`config.mk`:
```
export PLATFORM = sky130hd
export DESIGN_NAME = ascending_priority_queue_top
export DESIGN_NICKNAME = d
export VERILOG_FILES = /design/src/design/apq_pkg.sv /design/src/design/apq_cell.sv /design/src/design/ascending_priority_queue_top.sv
export SDC_FILE = /design/constraint.sdc
export NUM_CORES = 1
export LEC_CHECK = 0
export BUFFER_PORTS_ARGS = -buffer_cell sky130_fd_sc_hd__clkbuf_2
export CAP_MARGIN = 5
export CORE_MARGIN = 10
export CORE_UTILIZATION = 30
export CTS_CLUSTER_SIZE = 28
export DETAILED_ROUTE_END_ITERATION = 10
export GPL_ROUTABILITY_DRIVEN = 0
export PLACE_DENSITY = 0.47
export SYNTH_ARGS = -nofsm -noshare
export SYNTH_HDL_FRONTEND = slang
export SYNTH_SLANG_ARGS = --single-unit
```
`constraint.sdc`:
```
create_clock -name aclk -period 4.1 [get_ports aclk]
set_input_delay 0 -clock aclk [delete_from_list [all_inputs] [get_ports aclk]]
set_output_delay 0 -clock aclk [all_outputs]
set_load 0.05 [all_outputs]
```
`src/design/apq_pkg.sv`:
```
`timescale 1ns / 1ps
`default_nettype none
// -----------------------------------------------------------------------------
// apq_pkg
// Shared types and constants for the ascending priority queue cell chain.
// -----------------------------------------------------------------------------
package apq_pkg;

    localparam int DATA_W   = 32;
    localparam int STATUS_W = 2;

    // Command codes carried on the input channel
    localparam logic OP_INSERT = 1'b0;
    localparam logic OP_DELETE = 1'b1;

    typedef enum logic [STATUS_W-1:0] {
        STATUS_DONE      = 2'd0,
        STATUS_OVERFLOW  = 2'd1,
        STATUS_UNDERFLOW = 2'd2
    } status_t;

    // Broadcast controls from the sequencer to every cell
    typedef struct packed {
        logic insert_en;
        logic shift_en;
    } ctrl_t;

    // Running minimum handed from cell to cell during a delete scan
    typedef struct packed {
        logic                     token;
        logic                     found;
        logic signed [DATA_W-1:0] min_value;
    } scan_t;

endpackage
`default_nettype wire

```
`src/design/apq_cell.sv`:
```
`timescale 1ns / 1ps
`default_nettype none
// -----------------------------------------------------------------------------
// apq_cell
// One queue slot: holds an entry, takes appends and shift-downs, and folds its
// entry into the running minimum as the scan token passes through.
// -----------------------------------------------------------------------------
module apq_cell #(
    parameter int IDX_W      = 3,
    parameter int CNT_W      = 4,
    parameter int CELL_INDEX = 0
) (
    input  wire logic                              aclk,
    input  wire logic                              aresetn,
    input  wire apq_pkg::ctrl_t                    ctrl,
    input  wire logic [CNT_W-1:0]                  fill,
    input  wire logic [IDX_W-1:0]                  best_idx,
    input  wire logic signed [apq_pkg::DATA_W-1:0] ins_value,
    input  wire logic signed [apq_pkg::DATA_W-1:0] next_value,
    output logic signed [apq_pkg::DATA_W-1:0]      value,
    input  wire apq_pkg::scan_t                    scan_in,
    input  wire logic [IDX_W-1:0]                  scan_idx_in,
    output apq_pkg::scan_t                         scan_out,
    output logic [IDX_W-1:0]                       scan_idx_out
);

    logic signed [apq_pkg::DATA_W-1:0] value_reg;
    logic signed [apq_pkg::DATA_W-1:0] value_next;
    apq_pkg::scan_t                    scan_reg;
    apq_pkg::scan_t                    scan_next;
    logic [IDX_W-1:0]                  scan_idx_reg;
    logic [IDX_W-1:0]                  scan_idx_next;
    logic                              occupied;
    logic                              take;

    assign occupied = CNT_W'(CELL_INDEX) < fill;

    // Strictly less keeps the earliest of equal minima
    assign take = occupied && (!scan_in.found || (value_reg < scan_in.min_value));

    always_comb begin
        value_next = value_reg;
        if (ctrl.insert_en && (fill == CNT_W'(CELL_INDEX))) begin
            value_next = ins_value;
        end else if (ctrl.shift_en && (IDX_W'(CELL_INDEX) >= best_idx)) begin
            value_next = next_value;
        end
    end

    always_comb begin
        scan_next     = scan_in;
        scan_idx_next = scan_idx_in;
        if (take) begin
            scan_next.found     = 1'b1;
            scan_next.min_value = value_reg;
            scan_idx_next       = IDX_W'(CELL_INDEX);
        end
    end

    always_ff @(posedge aclk) begin
        value_reg    <= value_next;
        scan_idx_reg <= scan_idx_next;
        if (!aresetn) begin
            scan_reg <= '0;
        end else begin
            scan_reg <= scan_next;
        end
    end

    assign value        = value_reg;
    assign scan_out     = scan_reg;
    assign scan_idx_out = scan_idx_reg;

endmodule
`default_nettype wire

```
`src/design/ascending_priority_queue_top.sv`:
```
`timescale 1ns / 1ps
`default_nettype none
// -----------------------------------------------------------------------------
// ascending_priority_queue_top
// Bounded ascending priority queue built as a chain of entry cells.
// -----------------------------------------------------------------------------
// Each accepted item is either an insert, which appends a signed 32-bit value
// at the tail, or a delete, which removes the smallest stored value (the
// oldest one among equal values) and returns it; every item yields exactly one
// result item. An insert into a full queue returns overflow, a delete on an
// empty queue returns underflow, and both leave the queue untouched with a
// removed value of zero. Inserts, overflows and underflows are answered at the
// edge that accepts them, so they run at one item per cycle while the result
// register drains. A delete on a non-empty queue launches a scan token down
// the cell chain; the token advances one cell per cycle carrying the running
// minimum, and the result is registered as the token leaves the last cell;
// the queue accepts nothing in the meantime. The cycle the token leaves the
// last cell, every cell at or above the winning slot takes its upper
// neighbour's entry, closing the gap. There is no clearing pass after reset;
// the stored entries are not cleared.
// -----------------------------------------------------------------------------
module ascending_priority_queue_top #(
    parameter int QUEUE_DEPTH = 8
) (
    input  wire logic                              aclk,
    input  wire logic                              aresetn,
    input  wire logic                              s_valid,
    output logic                                   s_ready,
    input  wire logic                              s_operation,
    input  wire logic signed [apq_pkg::DATA_W-1:0] s_value,
    output logic                                   m_valid,
    input  wire logic                              m_ready,
    output logic signed [apq_pkg::DATA_W-1:0]      m_removed_value,
    output logic [apq_pkg::STATUS_W-1:0]           m_status
);

    localparam int IDX_W = (QUEUE_DEPTH > 1) ? $clog2(QUEUE_DEPTH) : 1;
    localparam int CNT_W = $clog2(QUEUE_DEPTH + 1);

    typedef enum logic {
        ST_IDLE,
        ST_SCAN
    } state_t;

    state_t                            state_reg;
    logic [CNT_W-1:0]                  fill_reg;
    logic                              m_valid_reg;
    logic signed [apq_pkg::DATA_W-1:0] m_value_reg;
    apq_pkg::status_t                  m_status_reg;

    logic                              accept;
    logic                              is_full;
    logic                              is_empty;
    logic                              scan_done;
    apq_pkg::ctrl_t                    ctrl;

    apq_pkg::scan_t                    scan_chain [QUEUE_DEPTH+1];
    logic [IDX_W-1:0]                  idx_chain  [QUEUE_DEPTH+1];
    logic signed [apq_pkg::DATA_W-1:0] cell_value [QUEUE_DEPTH];

    // Take a new item only while idle and the result register is free or
    // being emptied this cycle
    assign s_ready  = (state_reg == ST_IDLE) && (!m_valid_reg || m_ready);
    assign accept   = s_valid && s_ready;
    assign is_full  = fill_reg == CNT_W'(QUEUE_DEPTH);
    assign is_empty = fill_reg == '0;

    // Scan token leaving the last cell marks the end of a delete
    assign scan_done = scan_chain[QUEUE_DEPTH].token;

    assign ctrl.insert_en = accept && (s_operation == apq_pkg::OP_INSERT) && !is_full;
    assign ctrl.shift_en  = (state_reg == ST_SCAN) && scan_done;

    // Launch the token into cell zero with no minimum found yet
    assign scan_chain[0].token     = accept && (s_operation == apq_pkg::OP_DELETE) && !is_empty;
    assign scan_chain[0].found     = 1'b0;
    assign scan_chain[0].min_value = '0;
    assign idx_chain[0]            = '0;

    for (genvar i = 0; i < QUEUE_DEPTH; i++) begin : g_cell
        logic signed [apq_pkg::DATA_W-1:0] upper_value;

        // The top cell refills from itself; its contents fall outside the fill
        if (i < QUEUE_DEPTH - 1) begin : g_mid
            assign upper_value = cell_value[i+1];
        end else begin : g_last
            assign upper_value = cell_value[i];
        end

        apq_cell #(
            .IDX_W      (IDX_W),
            .CNT_W      (CNT_W),
            .CELL_INDEX (i)
        ) u_cell (
            .aclk         (aclk),
            .aresetn      (aresetn),
            .ctrl         (ctrl),
            .fill         (fill_reg),
            .best_idx     (idx_chain[QUEUE_DEPTH]),
            .ins_value    (s_value),
            .next_value   (upper_value),
            .value        (cell_value[i]),
            .scan_in      (scan_chain[i]),
            .scan_idx_in  (idx_chain[i]),
            .scan_out     (scan_chain[i+1]),
            .scan_idx_out (idx_chain[i+1])
        );
    end

    // Sequencer: fill count, state and the result register
    always_ff @(posedge aclk) begin
        if (!aresetn) begin
            state_reg    <= ST_IDLE;
            fill_reg     <= '0;
            m_valid_reg  <= 1'b0;
            m_value_reg  <= '0;
            m_status_reg <= apq_pkg::STATUS_DONE;
        end else begin
            // Drop the result once the consumer has taken it, unless a new
            // item is being accepted in the same cycle
            if (m_valid_reg && m_ready && !accept) begin
                m_valid_reg <= 1'b0;
            end
            unique case (state_reg)
                ST_IDLE: begin
                    if (accept) begin
                        if (s_operation == apq_pkg::OP_INSERT) begin
                            m_valid_reg <= 1'b1;
                            m_value_reg <= '0;
                            if (is_full) begin
                                m_status_reg <= apq_pkg::STATUS_OVERFLOW;
                            end else begin
                                m_status_reg <= apq_pkg::STATUS_DONE;
                                fill_reg     <= fill_reg + CNT_W'(1);
                            end
                        end else if (is_empty) begin
                            m_valid_reg  <= 1'b1;
                            m_value_reg  <= '0;
                            m_status_reg <= apq_pkg::STATUS_UNDERFLOW;
                        end else begin
                            // Hold off new items until the token leaves the last cell
                            m_valid_reg <= 1'b0;
                            state_reg   <= ST_SCAN;
                        end
                    end
                end
                ST_SCAN: begin
                    if (scan_done) begin
                        state_reg    <= ST_IDLE;
                        fill_reg     <= fill_reg - CNT_W'(1);
                        m_valid_reg  <= 1'b1;
                        m_value_reg  <= scan_chain[QUEUE_DEPTH].min_value;
                        m_status_reg <= apq_pkg::STATUS_DONE;
                    end
                end
                default: begin
                    state_reg <= ST_IDLE;
                end
            endcase
        end
    end

    assign m_valid         = m_valid_reg;
    assign m_removed_value = m_value_reg;
    assign m_status        = m_status_reg;

endmodule
`default_nettype wire

```
==> metrics.log, run 1 <==
INFO  metric status = finished, final reports clean
INFO  metric postSynth.asyncResetShare = 0%
INFO  metric post-route-drc-count = 0
INFO  metric power-per-cell-area = 403 mW/mm^2
INFO  metric ctsLongestPathBuffers = 3
INFO  metric htreeDepth = 2
INFO  metric grt_use_met1 = about a fifth
INFO  metric top_level_pins = 73
INFO  metric detail_route.first_pass.iterations = 6
INFO  metric setup_violations = 0
INFO  metric floorplan.die_area = ~0.11 sq mm
INFO  metric global_route.overflow_total = 0
INFO  metric synth-seq-area-share = 51.0%
INFO  metric final_hold_viol_count = 0
INFO  metric worstPathRequired = 4.65 ns
INFO  metric floorplan.initialDensity = 30.4%
INFO  metric flow.area_growth_from_synthesis = 15.0%
INFO  metric post_cts.resized_instances = 0
INFO  metric worst_setup_hold_path_clk_slew = 0.06 ns
INFO  metric numCtsBuffers = 61
INFO  metric worst-slew-pin-transition = 1.09 ns
INFO  metric drt_iter0_markers = around 1300
INFO  metric route.antenna.remaining_nets = 0
INFO  metric synth.avg_cell_area = around 11 sq um
INFO  metric fp.dieW = 325 microns
INFO  metric fmax = 0.297 GHz
INFO  metric synth-edff-count = 256
INFO  metric finalCritPeriodShare = 82.2%
INFO  metric totalWireLength = 70200 microns
INFO  metric via_count_of_the_first_global_routing_pass = 18700
INFO  metric final.setup.tns = 0 ns
INFO  metric syn-cell-area = 0.0279 sq mm
INFO  metric fin_total_pwr = 12.9 mW
INFO  metric clk-insertion-delay-late = 0.64 ns
INFO  metric row_count = ~110
INFO  metric grt_use_met3 = between 1.5 and 2%
INFO  metric cts_sinks = 584
INFO  metric nNetsFinal = 2933
INFO  metric worstPathMaxFanout = 32
INFO  metric critPathArrivalTime = 3.92 ns
INFO  metric relSlewSlack = 27.3%
INFO  metric global_route.usage.total = 12.9%
INFO  metric postPlaceCellArea = 0.0297 sq mm
INFO  metric netlist_instances = 2594
INFO  metric chipHeight = 325 microns
INFO  metric antenna_violations_before_repair = 1
INFO  metric routed_via_density = 4.66
INFO  metric yosysWarningCount = 0
INFO  metric place_hpwl = between 50000 and 60000 microns
INFO  metric fin_cells = 3972
INFO  metric drv_slew = 0
INFO  metric fraction_of_final_layout_cells_with_drive_strength_greater_than_1 = 16.9%
INFO  metric global_route.usage.met2 = approximately a fifth
INFO  metric post-place-cells = approximately 3800
INFO  metric synth.net_count = 2852
INFO  metric drt-wirelength-per-cell = 17.7 microns
INFO  metric grt_setup_unrepaired = no
INFO  metric max-vdd-ir-drop = ~330 uV
INFO  metric finalCriticalPeriod = 3.37 ns
INFO  metric yosys_cell_types = 63
INFO  metric hold_path_class = input pin to register
INFO  metric timing.setup.critical_path_class = register to register
INFO  metric final_area = 0.0321 sq mm
INFO  metric layout.filler_cells = 9151
INFO  metric largest_net_degree_at_the_start_of_global_routing = 157
INFO  metric max_cap_viols = 0
INFO  metric synth-seq-cells = 584
INFO  metric yosys_most_used_dff = sky130_fd_sc_hd__dfxtp_1
INFO  metric grt_first_pass_wirelength = 111000 microns
INFO  metric grt_busiest_layer = met2
INFO  metric flip_flop_count_of_the_largest_register_all_copies_and_words_added = 271
INFO  metric worst_clock_skew = 0.0258 ns
INFO  metric cellLeakagePower = 11.5 nW
INFO  metric design.core.area = 0.0919 sq mm
INFO  metric num_vias = about 19000
INFO  metric tritoncts = built
INFO  metric port_buffers = 72
INFO  metric end_kind = register
INFO  metric cp-start-kind = register
INFO  metric cts.root.buffer_cell = sky130_fd_sc_hd__clkbuf_16
[per-layer routing]
layer	up-vias	part of all wire, %
met2	349	43
met5	-	0
met4	0	2.7
met3	103	3.6
met1	8811	51
li1	9243	-
[worst max-delay path: stages (launching register included)]
cell and delay [ns]:
sky130_fd_sc_hd__edfxtp_1 0.43, sky130_fd_sc_hd__ha_1 0.36, sky130_fd_sc_hd__nand4_1 0.17, sky130_fd_sc_hd__nor3_1 0.47, sky130_fd_sc_hd__o22ai_1 0.17, sky130_fd_sc_hd__o31a_1 0.35
sky130_fd_sc_hd__a211oi_4 0.70, sky130_fd_sc_hd__buf_4 0.42, sky130_fd_sc_hd__nand3_1 0.11, sky130_fd_sc_hd__o21ai_0 0.11
[repair_timing]
action | CTS | global route
buffers inserted | 0 | 0
endpoints found under the hold margin | 299 | 0
hold buffers | 37 | 0
[placed cells by master (no fill, tap or decap), types with 6 or more instances in the layout]
cell type / n
sky130_fd_sc_hd__nand2b_1: 13
sky130_fd_sc_hd__clkinv_2: 14
sky130_fd_sc_hd__nand4_1: 37
sky130_fd_sc_hd__nor3_1: 17
sky130_fd_sc_hd__ha_1: 221
sky130_fd_sc_hd__a21boi_0: 7
sky130_fd_sc_hd__clkbuf_16: 62
sky130_fd_sc_hd__nor2_1: 34
sky130_fd_sc_hd__and3_1: 34
sky130_fd_sc_hd__edfxtp_1: 256
sky130_fd_sc_hd__clkbuf_1: 12
sky130_fd_sc_hd__nor4_1: 10
sky130_fd_sc_hd__a22oi_1: 34
sky130_fd_sc_hd__nand2_1: 433
sky130_fd_sc_hd__a211oi_1: 13
sky130_fd_sc_hd__mux2i_1: 161
sky130_fd_sc_hd__mux2_2: 224
sky130_fd_sc_hd__dfxtp_1: 328
sky130_fd_sc_hd__a21oi_1: 72
sky130_fd_sc_hd__o21ai_0: 98
sky130_fd_sc_hd__buf_4: 33
sky130_fd_sc_hd__dlygate4sd3_1: 37
sky130_fd_sc_hd__or2_2: 6
sky130_fd_sc_hd__and2_1: 10
sky130_fd_sc_hd__inv_1: 231
sky130_fd_sc_hd__clkbuf_2: 71
sky130_fd_sc_hd__nand3_1: 87
sky130_fd_sc_hd__clkbuf_8: 22
sky130_fd_sc_hd__a21o_1: 27
sky130_fd_sc_hd__nor2b_1: 39
[area by class of cell]
cell class	count	area (sq um)	area share, %
flip-flops and latches	584	14300	44.4
multi-input cells	1651	12300	38.3
diodes	2	5.00	0.0156
clock inverters	19	145	0.452
well taps	1243	1560	4.84
inverters	231	867	2.70
clock buffers	96	1900	5.92
repair buffers	146	1070	3.33
[cells by family after synthesis]
family	count (synthesis)	share of synthesized area, %
AND/OR/NAND/NOR	741	12.0
flip-flops	584	51.0
multiplexers	385	14.8
buffers and inverters	359	5.44
AO/OA/AOI/OAI	302	6.74
adder cells (fa/ha/maj)	221	9.90
XOR/XNOR	2	0.0627
[metrics by stage]
stage	util [%]	setup slack, ns	hold slack [ns]
after floorplan	-	0.372	0.0989
after global placement	32.3	0.704	0.304
after detailed placement	32.3	0.619	0.316
after CTS	34.9	0.658	0.174
after global routing	34.9	0.444	0.213
final	34.9	0.730	0.217
[cell usage after synthesis (3+ instances only)]
| master | number | share of area (%) |
|---|---|---|
| sky130_fd_sc_hd__a211o_1 | 4 | 0.13 |
| sky130_fd_sc_hd__o21ai_0 | 100 | 1.8 |
| sky130_fd_sc_hd__o21ai_1 | 5 | 0.090 |
| sky130_fd_sc_hd__clkbuf_1 | 82 | 1.1 |
| sky130_fd_sc_hd__edfxtp_1 | 256 | 28 |
| sky130_fd_sc_hd__buf_2 | 14 | 0.25 |
| sky130_fd_sc_hd__or3_1 | 4 | 0.090 |
| sky130_fd_sc_hd__buf_4 | 5 | 0.13 |
| sky130_fd_sc_hd__a2111oi_0 | 5 | 0.16 |
| sky130_fd_sc_hd__a31oi_1 | 4 | 0.090 |
| sky130_fd_sc_hd__and3_1 | 35 | 0.78 |
| sky130_fd_sc_hd__mux2i_1 | 161 | 5.8 |
| sky130_fd_sc_hd__nor3_1 | 17 | 0.30 |
| sky130_fd_sc_hd__ha_1 | 221 | 9.9 |
| sky130_fd_sc_hd__a21boi_0 | 7 | 0.19 |
| sky130_fd_sc_hd__nand4_1 | 37 | 0.83 |
| sky130_fd_sc_hd__buf_12 | 3 | 0.22 |
| sky130_fd_sc_hd__buf_1 | 12 | 0.16 |
| sky130_fd_sc_hd__a21oi_1 | 72 | 1.3 |
| sky130_fd_sc_hd__nand3_1 | 89 | 1.6 |
| sky130_fd_sc_hd__dfxtp_1 | 328 | 24 |
| sky130_fd_sc_hd__nor2b_1 | 39 | 0.87 |
| sky130_fd_sc_hd__a211oi_1 | 14 | 0.38 |
| sky130_fd_sc_hd__nor2_1 | 36 | 0.48 |
| sky130_fd_sc_hd__nand2b_1 | 13 | 0.29 |
| sky130_fd_sc_hd__mux2_2 | 224 | 9.0 |
| sky130_fd_sc_hd__o21a_1 | 3 | 0.081 |
| sky130_fd_sc_hd__a21o_1 | 27 | 0.73 |
| sky130_fd_sc_hd__nand2_1 | 434 | 5.8 |
| sky130_fd_sc_hd__and2_1 | 10 | 0.22 |
| sky130_fd_sc_hd__dlygate4sd3_1 | 6 | 0.22 |
| sky130_fd_sc_hd__nor4_1 | 11 | 0.25 |
| sky130_fd_sc_hd__or2_2 | 6 | 0.13 |
| sky130_fd_sc_hd__inv_1 | 231 | 3.1 |
| sky130_fd_sc_hd__a22oi_1 | 34 | 0.91 |
| sky130_fd_sc_hd__buf_6 | 5 | 0.20 |
| sky130_fd_sc_hd__a221o_1 | 4 | 0.14 |
[power breakdown]
part	switching, mW	internal [mW]	total (mW)	leakage [nW]
Clock	2.37	3.23	5.60	1.03
Combinational	0.594	0.389	0.983	5.52
Sequential	0.119	6.25	6.36	4.97
[final timing paths]
path | from | end | slack (ns) | depth (start not counted)
hold reg to reg | g_cell[2].u_cell.scan_idx_out[0] | g_cell[3].u_cell.scan_idx_out[0] | 0.42 | 1
setup / recovery | g_cell[6].u_cell.value[31] | g_cell[6].u_cell.scan_out[2] | 0.73 | 9
hold / removal | m_ready | m_valid | 0.22 | 4
setup reg to reg | g_cell[6].u_cell.value[31] | g_cell[6].u_cell.scan_out[2] | 0.73 | 9
(Power assumes the default switching activity.)
==> run 2: changes to the inputs <==
- PLACE_DENSITY: 0.47 -> 0.45
- clock period: 4.1 -> 3.14 ns (I/O delays scaled with it)
==> metrics.log, run 2 (synthesis gave the netlist of run 1 again) <==
INFO  metric status = finished, final reports clean
INFO  metric worstHoldEndpoint = m_valid
INFO  metric fin_hold_ws = approximately 0.28 ns
INFO  metric global_route.overflow_total = 0
INFO  metric numCtsBuffers = 66
INFO  metric r2r_path_start = g_cell[6].u_cell.value[9]
INFO  metric antenna_cells_inserted = 0
INFO  metric sw_frac_of_total = 23.3%
INFO  metric cellLeakagePower = 11.7 nW
INFO  metric floorplan.initialDensity = between 30% and 40%
INFO  metric crit_path_max_incr_delay = 0.68 ns
INFO  metric power_report.internal_total = 13.7 mW
INFO  metric setup_violations = 0
INFO  metric most-common-layout-cells = sky130_fd_sc_hd__nand2_1 (430), sky130_fd_sc_hd__dfxtp_1 (328), sky130_fd_sc_hd__edfxtp_1 (256), sky130_fd_sc_hd__inv_1 (231), sky130_fd_sc_hd__mux2_2 (224)
INFO  metric place_hpwl = between 50000 and 60000 microns
INFO  metric cts_sinks = 584
INFO  metric nNetsFinal = 2946
INFO  metric finalCriticalPeriod = 2.92 ns
INFO  metric worst-slew-pin-transition = 1.22 ns
INFO  metric fin_total_pwr = 17.8 mW
INFO  metric row_count = 111
INFO  metric final_area = 0.0326 sq mm
INFO  metric fraction_of_final_layout_cells_with_drive_strength_greater_than_1 = roughly 17%
INFO  metric drt_iter0_markers = 1197
INFO  metric clock_power_share = around 46%
INFO  metric holdPathStages = 4
INFO  metric via_count_of_the_first_global_routing_pass = 18400
INFO  metric routed_via_density = 4.67
INFO  metric drt-wirelength-per-cell = 17.7 microns
INFO  metric end_kind = register
INFO  metric worstPathRequired = 3.64 ns
INFO  metric chipHeight = around 330 microns
INFO  metric clk-insertion-delay-late = approximately 0.6 ns
INFO  metric post-place-cells = 3827
INFO  metric design.core.area = 0.0919 sq mm
INFO  metric totalWireLength = around 70000 microns
INFO  metric final_common_cell = sky130_fd_sc_hd__nand2_1
INFO  metric total_switching_power = 4.14 mW
INFO  metric worst_clock_skew = 0.0247 ns
INFO  metric port_buffers = between 70 and 80
INFO  metric final_hold_viol_count = 0
INFO  metric worst_setup_hold_path_clk_slew = 0.06 ns
INFO  metric critical-path-top-cell-by-count = sky130_fd_sc_hd__o21ai_0
INFO  metric grt_first_pass_wirelength = 110000 microns
INFO  metric layout.filler_cells = 9122
INFO  metric floorplan.die_area = 0.106 sq mm
INFO  metric fmax = between 0.3 and 0.4 GHz
INFO  metric relSlewSlack = a little under a fifth
INFO  metric largest_net_degree_at_the_start_of_global_routing = ~110
INFO  metric post-route-drc-count = 0
INFO  metric ctsLongestPathBuffers = 3
INFO  metric final.setup.tns = 0 ns
INFO  metric flow.area_growth_from_synthesis = 16.7%
INFO  metric htreeDepth = 3
INFO  metric fp.dieW = 325 microns
INFO  metric drv_slew = 0
INFO  metric cts.root.buffer_cell = sky130_fd_sc_hd__clkbuf_16
INFO  metric finalCritPeriodShare = about 93%
INFO  metric timing.setup.critical_path_class = register to register
INFO  metric power.share.combinational = 7.4%
INFO  metric num_vias = 18600
INFO  metric crit-reg2reg-capture = g_cell[6].u_cell.scan_out[6]
INFO  metric global_route.usage.total = between 10% and 20%
INFO  metric reg2reg_setup_slack = ~0.22 ns
INFO  metric max_cap_viols = 0
INFO  metric fin_cells = between 3000 and 4000
INFO  metric flip_flop_count_of_the_largest_register_all_copies_and_words_added = between 200 and 300
INFO  metric postPlaceCellArea = 0.0299 sq mm
INFO  metric tritoncts = built
INFO  metric hold_path_class = input pin to register
INFO  metric critPathTopFamily = compound AO/OA/AOI/OAI gates
INFO  metric worstPathCellList = ha_1 -> a21oi_1 -> o21ai_0 -> a211oi_1 -> nor4_1 -> buf_4 -> a211oi_4 -> buf_12 -> nand3_1 -> o21ai_0
INFO  metric timing.hold.worst.start = m_ready
INFO  metric route.antenna.remaining_nets = 0
INFO  metric critical_path.n_buffers_inverters = 2
INFO  metric power-per-cell-area = 546 mW/mm^2
INFO  metric top_level_pins = 73
INFO  metric crit_path_top_delay_cell = sky130_fd_sc_hd__a211oi_1
INFO  metric max-vdd-ir-drop = between 300 and 400 uV
INFO  metric worstRegToRegCells = 10
INFO  metric cp-start-kind = register
INFO  metric antenna_violations_before_repair = 0
INFO  metric critPathArrivalTime = 3.42 ns
INFO  metric detail_route.first_pass.iterations = 5
INFO  metric worstPathMaxFanout = 67
INFO  metric seqPwrFrac = 46.7%
INFO  metric grt_setup_unrepaired = no
## run 2: cell count changes in the layout (fill, tap and decap cells not counted), moves of 3 or more
cell and delta:
sky130_fd_sc_hd__nand2_2 +3, sky130_fd_sc_hd__nand2_1 -3, sky130_fd_sc_hd__buf_4 -5, sky130_fd_sc_hd__clkbuf_16 +7, sky130_fd_sc_hd__clkbuf_8 -17, sky130_fd_sc_hd__buf_12 +14, sky130_fd_sc_hd__bufinv_16 +9, sky130_fd_sc_hd__clkinvlp_4 +5
sky130_fd_sc_hd__clkinv_2 -5, sky130_fd_sc_hd__clkinv_1 +3
## run 2: worst max path at each step
stage / cells past startpoint / to / start
after floorplan: 4 / g_cell[7].u_cell.value[0] / m_valid
after global placement: 9 / g_cell[1].u_cell.scan_out[9] / g_cell[1].u_cell.value[31]
after detailed placement: 9 / g_cell[1].u_cell.scan_out[9] / g_cell[1].u_cell.value[31]
after CTS: 9 / g_cell[1].u_cell.scan_out[3] / g_cell[1].u_cell.value[31]
after global routing: 9 / g_cell[1].u_cell.scan_out[2] / g_cell[1].u_cell.value[31]
final: 10 / g_cell[6].u_cell.scan_out[6] / g_cell[6].u_cell.value[9]
## run 2: power groups by stage
stage | logic, mW | registers (mW) | clock network (mW)
after floorplan | 0.880 | 8.42 | 0
after global placement | 1.25 | 8.47 | 0
after detailed placement | 1.29 | 8.47 | 0
after CTS | 1.33 | 8.31 | 8.41
after global routing | 1.47 | 8.34 | 8.71
final | 1.31 | 8.31 | 8.17
## run 2: worst reg2reg max path, delay by kind of cell, from the launching register on
kind                       cells  cell delay (ns)
DFF                            1             0.44
and+or+nand+nor                2             0.27
adders and majority gates      1             0.34
buffers and inverters          2             0.47
AOI/OAI and AO/OA              5             1.31
## run 2: timing repair
action,in CTS,in global routing
pin swaps,0,0
resized for setup,1,1
hold buffers,36,0
endpoints found under the hold margin,305,0
setup buffers,0,0
setup endpoints to repair,32,21
## run 2: cell type report
cell class                 instances  area [sq um]  share of cell area (%)
clock inverter                    32           433                    1.33
clock buffer                      87          1840                    5.66
multi-input combinational       1651         12300                    37.9
tap                             1243          1560                    4.77
inverter                         231           867                    2.66
sequential                       584         14300                    43.7
timing repair buffer             154          1300                    3.99
## run 2: metal layers
metal  track usage, %  share of wire (%)  routed length (microns)  vias to the layer above
met5                0                  0                        0                        -
li1                 -                  -                        -                     9262
met2             19.6                 43                    30500                      353
met3             1.89                3.4                     2430                      100
met1             18.5                 51                    35800                     8872
met4             4.49                2.7                     1910                        0
## run 2: through the flow
stage	util [%]	worst slack [ns]
after floorplan	-	-0.520
after global placement	32.6	0.0246
after detailed placement	32.6	-0.0734
after CTS	35.4	0.0986
after global routing	35.4	0.00964
final	35.4	0.221
